===== src/hdl/dtk_pkg.sv =====
// ----------------------------------------------------------------------------
// dtk_pkg: shared types for the top-K scan list
// Entry record and the compare request/reply passed to the compare unit.
// ----------------------------------------------------------------------------
`default_nettype none
package dtk_pkg;

  typedef struct packed {
    logic [15:0]       pan_id;
    logic [63:0]       ext_pan_id;
    logic signed [7:0] rssi;
    logic [15:0]       channel;
    logic [7:0]        version;
    logic [63:0]       ext_address;
    logic [7:0]        lqi;
  } entry_t;

  // Result of one comparison of the shared compare unit.
  typedef struct packed {
    logic id_match;   // pan ids and extended pan ids equal
    logic a_stronger; // rssi a > rssi b (signed)
    logic a_weaker;   // rssi a < rssi b (signed)
  } cmp_t;

endpackage
`default_nettype wire


===== src/hdl/dtk_cmp.sv =====
// ----------------------------------------------------------------------------
// dtk_cmp: shared compare unit
// Identity match and signed strength compare of two entries.
// ----------------------------------------------------------------------------
`default_nettype none
module dtk_cmp (
  input  dtk_pkg::entry_t a,
  input  dtk_pkg::entry_t b,
  output dtk_pkg::cmp_t   res
);
  assign res.id_match   = (a.pan_id == b.pan_id) && (a.ext_pan_id == b.ext_pan_id);
  assign res.a_stronger = a.rssi > b.rssi;
  assign res.a_weaker   = a.rssi < b.rssi;
endmodule
`default_nettype wire


===== config.mk =====
export PLATFORM = sky130hd
export DESIGN_NAME = dtk_cmp
export DESIGN_NICKNAME = d
export VERILOG_FILES = /design/src/hdl/dtk_pkg.sv /design/src/hdl/dtk_cmp.sv
export SDC_FILE = /design/constraint.sdc
export NUM_CORES = 1
export LEC_CHECK = 0
export ABC_CLOCK_PERIOD_IN_PS = 1600
export BUFFER_PORTS_ARGS = -buffer_cell sky130_fd_sc_hd__buf_4
export CORE_AREA = 2 2 143 145
export DETAILED_ROUTE_END_ITERATION = 12
export DIE_AREA = 0 0 145 147
export PLACE_DENSITY = 0.3
export SLEW_MARGIN = 10
export SYNTH_ARGS = -nofsm -noshare
export SYNTH_HDL_FRONTEND = slang
export SYNTH_SLANG_ARGS = --single-unit

===== constraint.sdc =====
create_clock -name vclk -period 1.6
set_input_delay 0.24 -clock vclk [all_inputs]
set_output_delay 0.24 -clock vclk [all_outputs]
set_load 0.05 [all_outputs]

==> results of run 1 <==
-- per-layer routing --
layer | vias up | wire (um) | track usage, %
li1 | 842 | - | -
met1 | 735 | 2560 | 6.96
met2 | 93 | 3120 | 9.88
met3 | 0 | 523 | 1.40
met4 | 0 | 0 | 0
met5 | - | 0 | 0
-- metrics by stage --
stage | power [mW] | cell area, um^2 | std cells | setup slack [ns]
2_1_floorplan | 0.251 | 1140 | 138 | -0.155
3_3_place_gp | 0.683 | 2870 | 594 | -0.635
3_5_place_dp | 0.685 | 2870 | 594 | -0.677
4_1_cts | 0.756 | 3080 | 593 | -0.269
5_1_grt | 0.821 | 3110 | 593 | -0.339
6_report | 0.756 | 3110 | 593 | -0.227
-- layout make-up --
type / count / area [um^2]
fill: 2234 / 16700
timing repair buffer: 185 / 1450
multi-input combinational: 127 / 1270
tap: 270 / 338
inverter: 11 / 53.8
-- timing repair --
| action | 4_1_cts | 5_1_grt |
|---|---|---|
| buffers inserted | 0 | 0 |
| endpoints found under the setup margin | 3 | 3 |
| endpoints found under the hold margin | 0 | 0 |
| pin swaps | 24 | 6 |
| resized for setup | 37 | 6 |
-- synthesized netlist by cell type (all sizes together) --
cell type,n
xnor2,48
xor2,32
nand4,16
inv,11
nor4,11
ha,8
nor2,3
a21oi,2
nand3,1
nor2b,1
nor3,1
o211ai,1
o21a,1
o21ai,1
o22ai,1
-- power by group through the flow --
| stage | combinational [mW] | clock [mW] | sequential, mW |
|---|---|---|---|
| 2_1_floorplan | 0.251 | 0 | 0 |
| 3_3_place_gp | 0.683 | 0 | 0 |
| 3_5_place_dp | 0.685 | 0 | 0 |
| 4_1_cts | 0.756 | 0 | 0 |
| 5_1_grt | 0.821 | 0 | 0 |
| 6_report | 0.756 | 0 | 0 |
-- worst paths after layout --
| kind | startpoint | end | slack (ns) | depth (start not counted) |
|---|---|---|---|---|
| min | a[103] | res[0] | 1.06 | 5 |
| max | b[127] | res[2] | -0.23 | 7 |
-- cells by family after synthesis --
group / synth area share [%]
adder cells (fa/ha/maj): 9.27
XOR/XNOR: 64.9
buffers and inverters: 3.82
AO/OA/AOI/OAI: 3.36
AND/OR/NAND/NOR: 18.7
==> run summary, run 1 <==
Share of power burned in registers = 0%
Netlist cell types = 15
Final hold vios = 0
Core area = 0.0198 mm^2
Die X = 145 um
Post-synthesis cell count = 138
Initial Utilization = 5.44%
Tmin final = 1.83 ns
Status = finished, violations left
Measured slew at the worst slew-check pin = 0.313 ns
Crit path DAT = 1.59 ns
Synth area leader = xnor2_1
Antenna cell count = 0
Seq cells = 0
Post-CTS Hold Buffers = 0
LEAKAGE = 1.41 nW
Internal Pwr Total = 0.484 mW
Headroom to the max-slew limit = 79.0%
Fin Hold WS = 1.06 ns
Die area = 0.0213 mm^2
FF/Latch Area = 0 um^2
Kind of critical path = in2out
Peak supply drop = 0.0000645 V
WP buf/inv = 2
Net switching power = 0.272 mW
Failing checks = negative setup slack
Synthesis-to-finish area growth = 188%
Post-detail-place hpwl = 5.86 mm
Final nets = 701
DRT iter0 DRCs = 17
Antenna Violating Nets Remaining = 0
Largest stage delay, worst path = 0.39 ns
Mapped Avg Cell Area = 7.82 um^2
Comb pwr share = 100.0%
FMAX = 0.547 GHz
# setup viols final = 3
Initial antenna violation count = 0
Io pins = 371
Fin worst setup slack = -0.227 ns
CP Max Fanout = 1
Vias in the first global route = 1820
Most frequent cells in the layout = 171 x buf_4, 38 x xnor2_1, 29 x xor2_1, 16 x nand4_1, 12 x buf_6
Nature of the critical path endpoint = output pin
Congestion Overflow GR = 0
Worst setup SP type = primary input
Num rows = 52
YS warnings = 0
CP max-delay cell = nor4_4
Remaining DRCs = 0
Layout Utilization = 15.7%
Routability-driven placement congestion ratio = 0.756
Avg Vias per Cell = 2.82
Synth Cell Area = 0.00108 mm^2
Die H = 147 um
Crit-path cells = buf_4 -> xnor2_1 -> nand4_1 -> nor4_4 -> nand3_2 -> nor3_4 -> buf_6
Power Density = 243 mW/mm^2
Part of the cycle the worst path needs = 114%
Share of cells above drive strength 1 = 65.9%
RSZ-0062 raised after global routing = yes
Clkbuf count = 0
HP Class = in2out
Max-cap viol count = 0
Drt pass-1 iters = 3
DR vias = 1670
Largest net degree at the start of global routing = 3
First-pass GRT wire length = 9.48 mm
Sequential share of the synthesized area = 0%
Post-Route WL = 6.21 mm
Max Slew Vio Count = 0
Syn Nets = 514
Buffers added on ports = 179
Setup tns final = -0.389 ns
Worst endpoint required time = 1.36 ns
Switching share of power = 36.0%
Post-synth top area share = 38.9%
CP top delay family = simple AND/OR/NAND/NOR gates
WL per Instance = 10.5 um
Clock Power Share = 0%
Commonest non-fill, non-tap cell in the layout = buf_4
Top cells by area, synth = xnor2_1 39%, xor2_1 26%, ha_1 9.3%, nand4_1 9.3%, nor4_1 6.4%
Tot GR Track Use = 5.46%
Note: power is estimated with default switching activity, not from simulation.
==> run 2: changes to the inputs <==
--- a/config.mk
+++ b/config.mk
@@ -10,6 +10,7 @@
 export CORE_AREA = 2 2 143 145
 export DETAILED_ROUTE_END_ITERATION = 12
 export DIE_AREA = 0 0 145 147
+export GPL_TIMING_DRIVEN = 0
 export PLACE_DENSITY = 0.3
 export SLEW_MARGIN = 10
 export SYNTH_ARGS = -nofsm -noshare
==> run summary, run 2 (synthesis gave the netlist of run 1 again) <==
Largest net degree at the start of global routing = 4
Max Slew Vio Count = 0
Fin Hold WS = 1.02 ns
Clock Power Share = 0%
Routability-driven placement congestion ratio = 0.742
Share of power burned in registers = 0%
First-pass GRT wire length = 9.44 mm
HP Class = in2out
Avg Vias per Cell = 2.85
Tmin final = 1.76 ns
Antenna Violating Nets Remaining = 0
Most frequent cells in the layout = 161 x buf_4, 32 x xnor2_1, 32 x xor2_1, 16 x nand4_1, 16 x buf_6
FMAX = 0.569 GHz
Switching share of power = 35.7%
Design Area, Final = 0.00312 mm^2
FF/Latch Area = 0 um^2
Initial Utilization = 5.44%
Fin worst setup slack = -0.158 ns
Max-cap viol count = 0
Setup bufs post-CTS = 0
Final nets = 695
LEAKAGE = 1.41 nW
# setup viols final = 3
Kind of critical path = in2out
Final Non-Filler Cells = 587
Dpl cell area = 0.00282 mm^2
Worst setup SP type = primary input
Post-Route WL = 6.07 mm
Congestion Overflow GR = 0
Crit path DAT = 1.52 ns
DRT iter0 DRCs = 7
Synthesis-to-finish area growth = 189%
Nature of the critical path endpoint = output pin
Vias in the first global route = 1893
Failing checks = negative setup slack
Commonest non-fill, non-tap cell in the layout = buf_4
Die X = 145 um
Post-CTS Hold Buffers = 0
Die H = 147 um
Remaining DRCs = 0
Headroom to the max-slew limit = 80.0%
Placed cell count = 587
Internal Pwr Total = 0.489 mW
Net switching power = 0.271 mW
Worst endpoint required time = 1.36 ns
Clkbuf count = 0
Peak supply drop = 0.0000751 V
Tot GR Track Use = 5.41%
Measured slew at the worst slew-check pin = 0.297 ns
Io pins = 371
Num rows = 52
Die area = 0.0213 mm^2
Drt pass-1 iters = 3
Comb pwr share = 100.0%
Place WS = -0.576 ns
Buffers added on ports = 179
Seq cells = 0
Status = finished, violations left
Final hold vios = 0
Initial antenna violation count = 0
Share of cells above drive strength 1 = 67.2%
Part of the cycle the worst path needs = 110%
Power Density = 243 mW/mm^2
WL per Instance = 10.3 um
DR vias = 1675
Post-detail-place hpwl = 5.72 mm
Core area = 0.0198 mm^2
Antenna cell count = 0
RSZ-0062 raised after global routing = yes
CP Max Fanout = 1
## run 2: power by group through the flow
stage,clock (mW),combinational [mW],sequential (mW)
floorplan,0,0.251,0
global placement,0,0.667,0
detailed placement,0,0.672,0
CTS,0,0.747,0
global route,0,0.827,0
finish,0,0.760,0
## run 2: path summary, 6_finish.rpt
kind     end  cells past startpoint  slack [ns]  startpoint
min   res[2]                      7        1.02      a[112]
max   res[2]                      6       -0.16      b[157]
## run 2: metrics by stage
| step | TNS [ns] | utilization, % | total power [mW] |
|---|---|---|---|
| 2_1_floorplan | -0.155 | - | 0.251 |
| 3_3_place_gp | -0.978 | 14.2 | 0.667 |
| 3_5_place_dp | -1.07 | 14.2 | 0.672 |
| 4_1_cts | -0.475 | 15.4 | 0.747 |
| 5_1_grt | -0.551 | 15.7 | 0.827 |
| 6_report | -0.310 | 15.7 | 0.760 |
## run 2: worst max-delay path: stages
cell and delay [ns]:
buf_4 0.11, xor2_1 0.16, nor4_2 0.29, nand4_1 0.27
nor3_4 0.26, buf_6 0.19
## run 2: area by class of cell
class / instances / area, um^2
fill: 2248 / 16700
tap: 270 / 338
inverter: 11 / 53.8
timing repair buffer: 179 / 1420
multi-input combinational: 127 / 1310
## run 2: layer usage
layer	share of wire [%]	GRT usage, %
met3	12	2.11
met2	52	10.3
met5	0	0
met4	0.44	0.198
met1	35	6.01
## run 2: repair_timing
item / CTS / global route
gates resized for setup: 40 / 12
endpoints found under the setup margin: 3 / 3
pin swaps: 26 / 14
==> run 3: changes to the inputs <==
--- a/config.mk
+++ b/config.mk
@@ -11,7 +11,6 @@
 export DETAILED_ROUTE_END_ITERATION = 12
 export DIE_AREA = 0 0 145 147
 export GPL_TIMING_DRIVEN = 0
-export PLACE_DENSITY = 0.3
 export SLEW_MARGIN = 10
 export SYNTH_ARGS = -nofsm -noshare
 export SYNTH_HDL_FRONTEND = slang
==> run summary, run 3 (synthesis gave the netlist of run 1 again) <==
Design Area, Final = 0.00304 mm^2
Die H = 147 um
Worst endpoint required time = 1.36 ns
Dpl cell area = 0.00282 mm^2
Failing checks = negative setup slack
Largest net degree at the start of global routing = 4
Seq cells = 0
FF/Latch Area = 0 um^2
Peak supply drop = 0.0000644 V
# setup viols final = 3
Clkbuf count = 0
Drt pass-1 iters = 4
Commonest non-fill, non-tap cell in the layout = buf_4
First-pass GRT wire length = 9.39 mm
DRT iter0 DRCs = 26
Place WS = -0.590 ns
Die X = 145 um
Final hold vios = 0
Tot GR Track Use = 5.63%
LEAKAGE = 1.35 nW
FMAX = 0.560 GHz
DR vias = 1648
RSZ-0062 raised after global routing = yes
Post-detail-place hpwl = 5.91 mm
Congestion Overflow GR = 0
Post-Route WL = 6.50 mm
Die area = 0.0213 mm^2
Layout Utilization = 15.3%
Hold Path Depth = 4
CP Max Fanout = 1
Hold Path End = res[0]
Setup bufs post-CTS = 0
Setup tns final = -0.314 ns
Initial Utilization = 5.44%
Status = finished, violations left
Crit path DAT = 1.54 ns
Power Density = 249 mW/mm^2
Buffers added on ports = 179
Measured slew at the worst slew-check pin = 0.350 ns
Worst setup SP type = primary input
Antenna cell count = 0
Tmin final = 1.78 ns
Remaining DRCs = 0
Kind of critical path = in2out
HP Class = in2out
Routability-driven placement congestion ratio = 0.734
Avg Vias per Cell = 2.81
Synthesis-to-finish area growth = 181%
Nature of the critical path endpoint = output pin
Antenna Violating Nets Remaining = 0
Most frequent cells in the layout = 170 x buf_4, 40 x xnor2_1, 31 x xor2_1, 16 x nand4_1, 10 x inv_1
Num rows = 52
WL per Instance = 11.1 um
Final nets = 695
Fin worst setup slack = -0.185 ns
Core area = 0.0198 mm^2
Initial antenna violation count = 0
Part of the cycle the worst path needs = 112%
Max Slew Vio Count = 0
Io pins = 371
Headroom to the max-slew limit = 76.5%
Min-delay src = a[103]
Vias in the first global route = 1739
Share of cells above drive strength 1 = 64.4%
Max-cap viol count = 0
run 3: cell count changes in the layout (fill, tap and decap cells not counted), moves of 2 or more:
| cell | before | now |
|---|---|---|
| xnor2_2 | 15 | 7 |
| xnor2_1 | 32 | 40 |
| buf_4 | 161 | 170 |
| nor4_2 | 6 | 4 |
| buf_6 | 16 | 6 |
run 3: cell type report:
class              count  area (um^2)
fillers             2265        16800
inverters             11         53.8
multi-input cells    127         1250
well taps            270          338
repair buffers       179         1390
run 3: metal layers:
metal	share of wire (%)	wire length (um)	track usage (%)	up-vias
met1	38	2460	6.53	719
li1	-	-	-	832
met3	10	682	1.96	2
met5	0	0	0	-
met4	0.74	48	0.347	0
met2	51	3300	10.4	95
run 3: repair_timing:
| action | 4_1_cts | 5_1_grt |
|---|---|---|
| hold buffers | 0 | 0 |
| setup endpoints to repair | 3 | 3 |
| pin swaps | 10 | 4 |
| resized for setup | 28 | 8 |
run 3: worst max-delay path by stage:
stage	startpoint	end	slack, ns	cells after the start
2_1_floorplan	b[97]	res[1]	-0.15	8
3_3_place_gp	b[116]	res[2]	-0.61	7
3_5_place_dp	b[130]	res[2]	-0.59	6
4_1_cts	b[157]	res[2]	-0.26	6
5_1_grt	b[142]	res[2]	-0.27	7
6_report	b[133]	res[2]	-0.18	6
run 3: per-stage QoR:
| stage | cells | total power, mW | hold WS (ns) |
|---|---|---|---|
| floorplan | 138 | 0.251 | 0.803 |
| global placement | 587 | 0.676 | 1.05 |
| detailed placement | 587 | 0.683 | 1.06 |
| CTS | 587 | 0.741 | 1.04 |
| global route | 587 | 0.817 | 1.06 |
| finish | 587 | 0.756 | 1.03 |
run 3: power breakdown:
part / internal (mW) / switching (mW) / leakage [nW]
Combinational: 0.469 / 0.287 / 1.35
Sequential: 0 / 0 / 0
Clock: 0 / 0 / 0
run 3: critical path, stage by stage:
cell	delay [ns]
buf_4	0.11
xor2_1	0.16
nor4_2	0.39
nand4_1	0.23
nor3_4	0.23
buf_6	0.19
